### src/sv/ltm_pkg.sv
// ----------------------------------------------------------------------------
// ltm_pkg: shared types and codes of the lock table manager
// Result kinds, request actions and the request token that walks the cell row.
// ----------------------------------------------------------------------------
package ltm_pkg;

  localparam int LOCK_W   = 64;
  localparam int CLIENT_W = 4;
  localparam int KIND_W   = 3;
  localparam int GRANT_W  = 32;

  // request actions
  localparam logic ACT_ACQUIRE = 1'b0;
  localparam logic ACT_RELEASE = 1'b1;

  // result kinds
  localparam logic [KIND_W-1:0] KIND_GRANTED  = 3'd0;
  localparam logic [KIND_W-1:0] KIND_QUEUED   = 3'd1;
  localparam logic [KIND_W-1:0] KIND_RELEASED = 3'd2;
  localparam logic [KIND_W-1:0] KIND_IGNORED  = 3'd3;
  localparam logic [KIND_W-1:0] KIND_FULL     = 3'd4;

  // request token handed from cell to cell
  typedef struct packed {
    logic                action;
    logic [CLIENT_W-1:0] client;
    logic [LOCK_W-1:0]   lock;
    logic                done;       // some cell has settled the request
    logic [KIND_W-1:0]   kind;       // first result kind once done
    logic                handover;   // a second result goes to the new holder
    logic [CLIENT_W-1:0] new_holder;
    logic                grant;      // the request made one grant
  } ltm_tok_t;

endpackage

### src/sv/ltm_cell.sv
// ----------------------------------------------------------------------------
// ltm_cell: one slot of the lock table
// Holds one lock entry and settles a passing request that names its key, or
// takes the key in when it is the first free slot of the row.
// ----------------------------------------------------------------------------
module ltm_cell #(
  parameter int CLIENT_COUNT = 16
) (
  input  logic             clk,
  input  logic             rst_n,
  input  logic             tok_v_i,
  input  ltm_pkg::ltm_tok_t tok_i,
  output logic             tok_v_o,
  output ltm_pkg::ltm_tok_t tok_o
);
  import ltm_pkg::*;

  logic                    used_r, used_nxt;
  logic [LOCK_W-1:0]       key_r, key_nxt;
  logic                    held_r, held_nxt;
  logic [CLIENT_W-1:0]     holder_r, holder_nxt;
  logic [CLIENT_COUNT-1:0] wait_r, wait_nxt;
  logic                    tok_v_r;
  ltm_tok_t                tok_r, tok_nxt;

  logic                    key_hit;
  logic                    active;
  logic [CLIENT_COUNT-1:0] wait_bit;
  logic [CLIENT_COUNT-1:0] lowest;
  logic [CLIENT_W-1:0]     waiter_idx;

  assign key_hit  = used_r && (key_r == tok_i.lock);
  assign active   = tok_v_i && !tok_i.done;
  assign wait_bit = CLIENT_COUNT'(1) << tok_i.client;

  // lowest waiter as a one-hot mask, then its index
  assign lowest = wait_r & (~wait_r + CLIENT_COUNT'(1));

  always_comb begin
    waiter_idx = '0;
    for (int i = 0; i < CLIENT_COUNT; i++) begin
      if (lowest[i]) waiter_idx = waiter_idx | CLIENT_W'(i);
    end
  end

  // slot update and token verdict
  always_comb begin
    used_nxt   = used_r;
    key_nxt    = key_r;
    held_nxt   = held_r;
    holder_nxt = holder_r;
    wait_nxt   = wait_r;
    tok_nxt    = tok_i;
    if (active) begin
      if (tok_i.action == ACT_ACQUIRE) begin
        if (key_hit) begin
          tok_nxt.done = 1'b1;
          if (!held_r) begin
            held_nxt      = 1'b1;
            holder_nxt    = tok_i.client;
            tok_nxt.kind  = KIND_GRANTED;
            tok_nxt.grant = 1'b1;
          end else begin
            wait_nxt     = wait_r | wait_bit;
            tok_nxt.kind = KIND_QUEUED;
          end
        end else if (!used_r) begin
          // slots fill from the front, so this is the lowest free one
          used_nxt      = 1'b1;
          key_nxt       = tok_i.lock;
          held_nxt      = 1'b1;
          holder_nxt    = tok_i.client;
          wait_nxt      = '0;
          tok_nxt.done  = 1'b1;
          tok_nxt.kind  = KIND_GRANTED;
          tok_nxt.grant = 1'b1;
        end
      end else begin
        if (key_hit) begin
          tok_nxt.done = 1'b1;
          if (!held_r || (holder_r != tok_i.client)) begin
            tok_nxt.kind = KIND_IGNORED;
          end else if (wait_r == '0) begin
            held_nxt     = 1'b0;
            tok_nxt.kind = KIND_RELEASED;
          end else begin
            wait_nxt           = wait_r & ~lowest;
            holder_nxt         = waiter_idx;
            tok_nxt.kind       = KIND_RELEASED;
            tok_nxt.handover   = 1'b1;
            tok_nxt.new_holder = waiter_idx;
            tok_nxt.grant      = 1'b1;
          end
        end else if (!used_r) begin
          // no used slot lies past the first free one
          tok_nxt.done = 1'b1;
          tok_nxt.kind = KIND_IGNORED;
        end
      end
    end
  end

  // control state
  always_ff @(posedge clk) begin
    if (!rst_n) begin
      used_r  <= 1'b0;
      held_r  <= 1'b0;
      wait_r  <= '0;
      tok_v_r <= 1'b0;
    end else begin
      used_r  <= used_nxt;
      held_r  <= held_nxt;
      wait_r  <= wait_nxt;
      tok_v_r <= tok_v_i;
    end
  end

  // payload
  always_ff @(posedge clk) begin
    key_r    <= key_nxt;
    holder_r <= holder_nxt;
    tok_r    <= tok_nxt;
  end

  assign tok_v_o = tok_v_r;
  assign tok_o   = tok_r;

endmodule

### src/sv/lock_table_manager_core.sv
// ----------------------------------------------------------------------------
// lock_table_manager_core: mutex table keyed by a 64-bit lock id
// A row of slot cells settles acquire and release requests in order.
// ----------------------------------------------------------------------------
// Usage:
//   Input channel in_valid/in_stall carries one request: action (0 acquire,
//   1 release), client and lock_id. Output channel out_valid/out_stall carries
//   the results: one per request, or two for a release that hands the lock to
//   the lowest waiter (released to the old holder with last=0, then granted
//   to the new holder with last=1). Every result carries the grant count.
//   A request is injected into a head register and walks the row of
//   LOCK_SLOTS cells, one cell per cycle; the result registers then take
//   its first result. One request is in the row at a time; the next one is
//   taken in the cycle the last result of the previous one leaves, so a new
//   request is not taken before the previous one is through. The walk along
//   the cell row sets the pace of requests.
//   Reset empties the table and clears the grant count at once. While the
//   receiver stalls, the pending result holds and no new request is taken.
// ----------------------------------------------------------------------------
module lock_table_manager_core #(
  parameter int LOCK_SLOTS   = 16,
  parameter int CLIENT_COUNT = 16
) (
  input  logic                                clk,
  input  logic                                rst_n,
  input  logic                                in_valid,
  output logic                                in_stall,
  input  logic                                in_action,
  input  logic [ltm_pkg::CLIENT_W-1:0]        in_client,
  input  logic [ltm_pkg::LOCK_W-1:0]          in_lock_id,
  output logic                                out_valid,
  input  logic                                out_stall,
  output logic [ltm_pkg::CLIENT_W-1:0]        out_target_client,
  output logic [ltm_pkg::LOCK_W-1:0]          out_result_lock,
  output logic [ltm_pkg::KIND_W-1:0]          out_kind,
  output logic [ltm_pkg::GRANT_W-1:0]         out_grants_so_far,
  output logic                                out_last
);
  import ltm_pkg::*;

  typedef enum logic [3:0] {
    ST_IDLE = 4'b0001,
    ST_RUN  = 4'b0010,
    ST_OUT1 = 4'b0100,
    ST_OUT2 = 4'b1000
  } ltm_state_t;

  ltm_state_t          state_r, state_nxt;
  logic                head_v_r;
  ltm_tok_t            head_r, head_nxt;
  logic [GRANT_W-1:0]  grant_r, grant_nxt;
  logic [CLIENT_W-1:0] res_client_r, res_client_nxt;
  logic [LOCK_W-1:0]   res_lock_r, res_lock_nxt;
  logic [KIND_W-1:0]   res_kind_r, res_kind_nxt;
  logic                res_last_r, res_last_nxt;
  logic [CLIENT_W-1:0] res_holder_r, res_holder_nxt;

  logic                chain_v   [LOCK_SLOTS+1];
  ltm_tok_t            chain_tok [LOCK_SLOTS+1];
  logic                in_accept;
  logic                out_take;
  logic                tail_v;
  ltm_tok_t            tail_tok;

  // request acceptance
  assign out_take  = out_valid && !out_stall;
  assign in_stall  = !((state_r == ST_IDLE) || (out_take && res_last_r));
  assign in_accept = in_valid && !in_stall;

  // head token; out-of-range clients are settled before the walk
  always_comb begin
    head_nxt            = '0;
    head_nxt.action     = in_action;
    head_nxt.client     = in_client;
    head_nxt.lock       = in_lock_id;
    head_nxt.kind       = KIND_IGNORED;
    head_nxt.done       = (32'(in_client) >= 32'(CLIENT_COUNT));
  end

  assign chain_v[0]   = head_v_r;
  assign chain_tok[0] = head_r;

  // row of slot cells
  for (genvar g = 0; g < LOCK_SLOTS; g++) begin : g_cell
    ltm_cell #(
      .CLIENT_COUNT(CLIENT_COUNT)
    ) u_cell (
      .clk     (clk),
      .rst_n   (rst_n),
      .tok_v_i (chain_v[g]),
      .tok_i   (chain_tok[g]),
      .tok_v_o (chain_v[g+1]),
      .tok_o   (chain_tok[g+1])
    );
  end

  assign tail_v   = chain_v[LOCK_SLOTS];
  assign tail_tok = chain_tok[LOCK_SLOTS];

  // sequencer and result registers
  always_comb begin
    state_nxt      = state_r;
    grant_nxt      = grant_r;
    res_client_nxt = res_client_r;
    res_lock_nxt   = res_lock_r;
    res_kind_nxt   = res_kind_r;
    res_last_nxt   = res_last_r;
    res_holder_nxt = res_holder_r;
    unique case (state_r)
      ST_IDLE: begin
        if (in_accept) state_nxt = ST_RUN;
      end
      ST_RUN: begin
        if (tail_v) begin
          state_nxt      = ST_OUT1;
          grant_nxt      = grant_r + GRANT_W'(tail_tok.grant);
          res_client_nxt = tail_tok.client;
          res_lock_nxt   = tail_tok.lock;
          res_last_nxt   = !tail_tok.handover;
          res_holder_nxt = tail_tok.new_holder;
          if (tail_tok.done) begin
            res_kind_nxt = tail_tok.kind;
          end else if (tail_tok.action == ACT_ACQUIRE) begin
            res_kind_nxt = KIND_FULL;
          end else begin
            res_kind_nxt = KIND_IGNORED;
          end
        end
      end
      ST_OUT1: begin
        if (out_take) begin
          if (!res_last_r) begin
            state_nxt      = ST_OUT2;
            res_client_nxt = res_holder_r;
            res_kind_nxt   = KIND_GRANTED;
            res_last_nxt   = 1'b1;
          end else if (in_accept) begin
            state_nxt = ST_RUN;
          end else begin
            state_nxt = ST_IDLE;
          end
        end
      end
      ST_OUT2: begin
        if (out_take) begin
          state_nxt = in_accept ? ST_RUN : ST_IDLE;
        end
      end
      default: state_nxt = ST_IDLE;
    endcase
  end

  // control state
  always_ff @(posedge clk) begin
    if (!rst_n) begin
      state_r  <= ST_IDLE;
      head_v_r <= 1'b0;
      grant_r  <= '0;
    end else begin
      state_r  <= state_nxt;
      head_v_r <= in_accept;
      grant_r  <= grant_nxt;
    end
  end

  // payload
  always_ff @(posedge clk) begin
    if (in_accept) head_r <= head_nxt;
    res_client_r <= res_client_nxt;
    res_lock_r   <= res_lock_nxt;
    res_kind_r   <= res_kind_nxt;
    res_last_r   <= res_last_nxt;
    res_holder_r <= res_holder_nxt;
  end

  assign out_valid         = (state_r == ST_OUT1) || (state_r == ST_OUT2);
  assign out_target_client = res_client_r;
  assign out_result_lock   = res_lock_r;
  assign out_kind          = res_kind_r;
  assign out_grants_so_far = grant_r;
  assign out_last          = res_last_r;

`ifndef ASSERT_OFF
  // a request leaves the row only while the sequencer waits for it
  a_tail_in_run: assert property (@(posedge clk) disable iff (!rst_n)
    tail_v |-> (state_r == ST_RUN))
    else $error("token left the cell row outside the run state");

  // only a handover release has a result after it
  a_first_is_release: assert property (@(posedge clk) disable iff (!rst_n)
    (out_valid && !out_last) |-> (out_kind == KIND_RELEASED))
    else $error("non-final result is not a release");

  // the handover result grants the lock with an unchanged count
  a_handover_grant: assert property (@(posedge clk) disable iff (!rst_n)
    (out_valid && !out_last && !out_stall) |=>
      (out_valid && out_last && (out_kind == KIND_GRANTED) && $stable(out_grants_so_far)))
    else $error("handover did not produce a grant");
`endif

endmodule

### config.mk
export PLATFORM = sky130hd
export DESIGN_NAME = lock_table_manager_core
export DESIGN_NICKNAME = d
export VERILOG_FILES = /design/src/sv/ltm_pkg.sv /design/src/sv/ltm_cell.sv /design/src/sv/lock_table_manager_core.sv
export SDC_FILE = /design/constraint.sdc
export NUM_CORES = 2
export LEC_CHECK = 0
export ABC_AREA = 0
export BUFFER_PORTS_ARGS = -buffer_cell sky130_fd_sc_hd__buf_2
export CELL_PAD_IN_SITES_DETAIL_PLACEMENT = 1
export CELL_PAD_IN_SITES_GLOBAL_PLACEMENT = 1
export CORE_ASPECT_RATIO = 0.5
export CORE_MARGIN = 2
export CORE_UTILIZATION = 52
export CTS_CLUSTER_DIAMETER = 30
export DETAILED_ROUTE_END_ITERATION = 10
export PLACE_DENSITY_LB_ADDON = 0.1
export SLEW_MARGIN = 20
export SYNTH_ARGS = -nofsm -noshare
export SYNTH_HDL_FRONTEND = slang
export SYNTH_SLANG_ARGS = --single-unit
### constraint.sdc
create_clock -name clk -period 8.3 [get_ports clk]
set_input_delay 2.075 -clock clk [delete_from_list [all_inputs] [get_ports clk]]
set_output_delay 2.075 -clock clk [all_outputs]
set_load 0.005 [all_outputs]
-- Word-level counts from Yosys, hierarchy flattened
Index checks and enable logic that the tools add are counted.
- bitwise operators: 129
- shifts and indexed selects: 16
- add/subtract/negate cells: 17
- multiplexer cells: 834
- eq/ne operators: 153
- reductions and logical operators: 189
- operators with widths (cell ; number):
    $mux W16 ; 112
    $mux W4 ; 328
    $eq A64 B64 Y1 ; 16
    $and A16 B16 Y16 ; 32
    $not A16 Y16 ; 32
    $mux W6 ; 46
    $add A16 B1 Y16 const B ; 16
    $logic_not A16 Y1 ; 16
    $or A16 B16 Y16 ; 16
    $shl A1 B4 Y16 const A ; 16
    $mux W1 ; 212
    $mux W3 ; 69
    $reduce_and A6 Y1 ; 32
    $mux W10 ; 15
    $ne A2 B2 Y1 const B ; 52
    $reduce_and A5 Y1 ; 16
    $mux W5 ; 15
    $reduce_and A4 Y1 ; 18
    $mux W2 ; 33
    $ne A2 B1 Y1 const B ; 33
    $ne A4 B4 Y1 ; 16
    $reduce_and A3 Y1 ; 17
    $not A1 Y1 ; 49
    $ne A3 B2 Y1 const B ; 16
    other kinds (17) ; 115
- logic and storage cells: 1573
- input port bits: 73
- bits in registers: 2838
- output and inout bits: 106

-- Logic depth before layout (Yosys ltp)
- depth in word-level cells: 23
- mapped depth: 11
- gate-level depth less buffers: 10

-- Modules after synthesis
Synthesis repeated with hierarchy kept, for this count alone.
- cells, all modules: 7173
- area total of the unflattened synthesis: 99132.6 sq um
- modules (own cells, without submodules) (module ; instances ; cells an instance ; area each (sq um) ; seq. area each (sq um)):
    ltm_cell (g_cell[0].u_cell ...) ; 15 ; 422 ; 5778.0 ; 4003.8
    lock_table_manager_core ; 1 ; 416 ; 6596.3 ; 5094.9
    ltm_cell (g_cell[7].u_cell) ; 1 ; 427 ; 5865.6 ; 4003.8

-- Worst setup path before layout
Ideal clock, no wire load.
- path type: reg-to-reg
- from: register g_cell[14].u_cell.tok_r, in the netlist g_cell[14].u_cell.tok_o[9]
- to: register g_cell[15].u_cell.wait_r[10]
- path buffers: 1
- path slack: 2.014 ns
- setup time: 0.132 ns
- period minus slack after synthesis: 6.286 ns
- data required time: 8.168 ns
- data arrival time: 6.153 ns
- stages on the path, launching flop included: 7
- cell sequence: dfxtp_1 nand2b_1 clkbuf_1 nor3_1 nor2_1 o211ai_1 o21ai_0
- word-level cells in the longest chain between the ends: 3
- ends and longest elaborated chain (item ; line ; source):
    start, declared ; ltm_cell.sv:24 ; ltm_tok_t tok_r, tok_nxt;
    start signal, assigned ; ltm_cell.sv:122 ; tok_r <= tok_nxt;
    $logic_not A1 Y1 ; ltm_cell.sv:33 ; assign active = tok_v_i && !tok_i.done;
    $logic_and A1 B1 Y1 ; ltm_cell.sv:33 ;
    $reduce_and A6 Y1 (no source line) ; n/a ;
    end signal, assigned ; ltm_cell.sv:113 ; wait_r <= wait_nxt;
    end, declared ; ltm_cell.sv:22 ; logic [CLIENT_COUNT-1:0] wait_r, wait_nxt;
Every way passes these cells.
A chain may end at the register's enable or synchronous reset.

-- Worst setup path after layout
- from: input out_stall
- to: output in_stall
- word-level cells in the longest chain between the ends: 5
- ends and longest elaborated chain (item ; line ; source):
    start, declared ; lock_table_manager_core.sv:32 ; input logic out_stall,
    $logic_not A1 Y1 ; lock_table_manager_core.sv:66 ; assign out_take = out_valid && !out_stall;
    $logic_and A1 B1 Y1 ; lock_table_manager_core.sv:66 ;
    $logic_and A1 B1 Y1 ; lock_table_manager_core.sv:67 ; assign in_stall = !((state_r == ST_IDLE) || (out_take && res_last_r));
    $logic_or A1 B1 Y1 ; lock_table_manager_core.sv:67 ;
    $logic_not A1 Y1 ; lock_table_manager_core.sv:67 ;
    end, declared ; lock_table_manager_core.sv:27 ; output logic in_stall,
Every way passes these cells.

==> results.md <==
* Outcome: finished, final reports clean
* Die area at 189,000 µm²
* I/O Buffers at about 180
* Worst Tran Pin Value at about 1100 ps
* R2R Setup Slk at 4440 ps
* WL per Instance at about 23 µm
* GPL Wtd Cong at 0.8448
* Cts hold-fix bufs at 0
* Multiplexer share of the synthesized area at 0.009943
* Starting Density at 0.5250
* Max_slew headroom at 0.2322
* Simple-gate share of the synthesized area at 0.09588
* Ys async rst share at 0
* Distinct cells, synth at 76
* Slowest stage delay, CP at ~260 ps
* Critical path, cell by cell: buf_2 -> nand2b_1 -> nor2_1 -> o21ai_0 -> a21oi_1 -> inv_1 -> buf_2
* Reg-to-reg critical path endpoint: g_cell[9].u_cell.wait_r[4]
* First-pass GRT wire length at between 300 and 400 mm
* Clock Path Buffers at 4
* Worst Hold Path Cells at 0
* Switching pwr at slightly above 7 mW
* Vias post-DR at about 57k
* Most frequent cells in the layout: dfxtp_1, edfxtp_1, xnor2_1
* Non-Filler Instances at 10.25k
* Die Span Y at 308.4 µm
* Max-Cap Viols at 0
* Dominant synthesized flop cell: dfxtp_1
* CP startpoint kind: input pin
* Tcrit/Tclk final at 0.6215
* Width of the die at around 600 µm
* Vias per std cell at about 5.5
* Final #Nets at ~7.6k
* Ys Warns at 0
* Crit path time final at about 5200 ps
* Fraction of the yosys area taken by sequential cells at 0.7142
* Post-synth EDFFs at 1,233
* Final Hold Violating Endpoints at 0
* Setup_tns at 0 ps
* Clock Tree Root: clkbuf_16
* Largest net degree at the start of global routing at 154
* Fin area at between 100,000 and 150,000 µm²
* CP Capture Type: output port
* Clk sinks at 2,822
* Worst EP required at around 6200 ps
* Seq pwr share at 0.500
* Synth Cell Area at 96,390 µm²
* Fmax at between 0.15 and 0.2 GHz
* CP arrival at 3080 ps
* Clk_lat worst skew at between 800 and 900 ps
* Final setup viols at 0
* GRT Util Overall at 0.2463
* Worst reg2reg path depth at 8
* Share of cells above drive strength 1 at 0.1252
* Antenna viol nets, final at 0
* Hold slack at 355.0 ps
* Share of total power in the clock network at 0.479
* Main combinational cell family by area after synthesis: XOR/XNOR gates
* Pre-antenna DRT Iters at 8
* Final Max Tran Viols at 0
* Most frequent CP cell: buf_2
* P_int at approximately 24 mW
* Slowest library cell on the worst path: a21oi_1
* Sw Ratio at 0.2295
* Worst reg2reg path startpoint: g_cell[9].u_cell.key_r[42]
* Syn-to-layout area delta at 15.64%
* Post-placement cell count at just under 10k
* Setup CP Type: in -> out
* Dpl cell area at between 100,000 and 150,000 µm²
* TritonCTS clock tree: done
* Pwr/cell area at 278.6 nW/µm²
* Num CTS Buffers at roughly 330
* Resize count post-CTS at 0
* Clk slew on worst S/H paths at around 70 ps
* Worst Hold Path EP: g_cell[1].u_cell.tok_o[45]
* Number of global-route vias before repair at between 60k and 70k
* Syn avg cell area at ~14 µm²
* Compound-Gate Fraction of Synth Area at 0.06679
* RSZ-0062 raised after global routing: no
* Grt total ovfl at 0
* Min-delay src: g_cell[0].u_cell.tok_o[45]
* Site Rows at 111
* Worst Clk Skew at roughly 80 ps
* LEAKAGE at a little under 40 nW
* Post-CTS Setup Repair Bufs at 0
* HP Class: reg -> reg
* First DRT Iteration DRCs at ~3.7k
* IO Pins at between 150 and 200
* Xor and xnor area share after synthesis at 0.1008
* Worst vdd ir at approximately 240 µV
* Top delay family on crit path: buffers and inverters
* Core Region at around 180,000 µm²
* Post-synthesis adder-cell area fraction at 0.0002596
* Cells after Synth at between 7k and 8k
* H-Tree Depth at 5
* Critical path buffers and inverters at 3
* Synth Net Count at approximately 7k
* Commonest non-fill, non-tap cell in the layout: dfxtp_1
* Crit Path Max Fanout at 6
* Total Wirelength at about 230 mm
* Pwr Total at approximately 31 mW
* Flop and latch count out of synthesis at between 2k and 3k
* Post-DP HPWL at ~160 mm
* DR DRC count at 0
* Combinational power share at 0.022
* Initial antenna violation count at 1
-- through the flow --
step,utilization,setup WS (ps)
floorplan,-,2014
global placement,0.5453,3120
detailed placement,0.5453,3177
CTS,0.6069,3174
global route,0.6071,3123
finish,0.6071,3141
-- Yosys cell counts, drive strengths merged, types with 129 or more instances --
library cell,instances,area share
dfxtp,1589,0.33
edfxtp,1233,0.38
xnor2,874,0.079
nor2,440,0.017
nand2,334,0.013
nand4,274,0.018
a21oi,270,0.014
xor2,235,0.021
o21ai,192,0.010
clkbuf,171,0.0067
nor4,159,0.010
inv,129,0.0050
-- worst reg2reg max path: stages (launching register included) --
cell and delay, ps:
edfxtp_1 400, xnor2_1 190, nand4_1 140, nor4_1 610
nand4_1 590, o21a_1 370, nor2_1 860, o21ai_0 240
a32o_1 320
-- cells by family (layout without fill, tap and decap cells) --
logic type,after synthesis,after routing
adder cells (fa/ha/maj),2,2
multiplexers,86,86
AO/OA/AOI/OAI,980,980
buffers and inverters,313,958
AND/OR/NAND/NOR,1805,1805
flip-flops,2822,2822
XOR/XNOR,1109,1109
other,0,1
-- power groups by stage --
stage	sequential, mW	combinational [mW]	clock (mW)
after global routing	15.6	0.735	15.7
after floorplan	15.5	0.524	0
after detailed placement	15.8	0.666	0
final	15.5	0.676	14.9
after CTS	15.5	0.684	15.1
after global placement	15.8	0.637	0
-- flip-flops by register name (all words and copies together) (netlist names) --
name,flops
head_v_r,1
out_kind,3
out_result_lock,64
g_cell.u_cell.held_r,16
state_r,4
g_cell.u_cell.tok_v_o,16
out_target_client,4
out_last,1
g_cell.u_cell.holder_r,64
g_cell.u_cell.tok_o,1248
res_holder_r,4
out_grants_so_far,32
g_cell.u_cell.wait_r,256
g_cell.u_cell.used_r,16
chain_tok,69
g_cell.u_cell.key_r,1024
-- worst max path at each step --
| stage | to | cells past startpoint | slack, ps | start |
|---|---|---|---|---|
| 2_1_floorplan | g_cell[15].u_cell.wait_r[10] | 6 | 2010 | g_cell[14].u_cell.tok_o[9] |
| 3_3_place_gp | in_stall | 7 | 3120 | out_stall |
| 3_5_place_dp | in_stall | 7 | 3180 | out_stall |
| 4_1_cts | in_stall | 7 | 3170 | out_stall |
| 5_1_grt | in_stall | 7 | 3120 | out_stall |
| 6_report | in_stall | 7 | 3140 | out_stall |
-- metal layers --
metal / track usage / part of all wire / routed length (µm)
met1: 0.3260 / 0.44 / 103800
met2: 0.4252 / 0.50 / 116700
met3: 0.03393 / 0.036 / 8432
met4: 0.06873 / 0.024 / 5661
met5: 0 / 0 / 0
-- layout make-up --
class,instances,area [µm²]
fillers,17230,72140
clock buffers,408,9092
inverters,131,496.7
multi-input cells,3982,26500
flip-flops and latches,2822,68840
well taps,2486,3110
diodes,1,2.502
clock inverters,203,2220
repair buffers,216,1207
No activity file was read; power rests on OpenSTA's default activity.
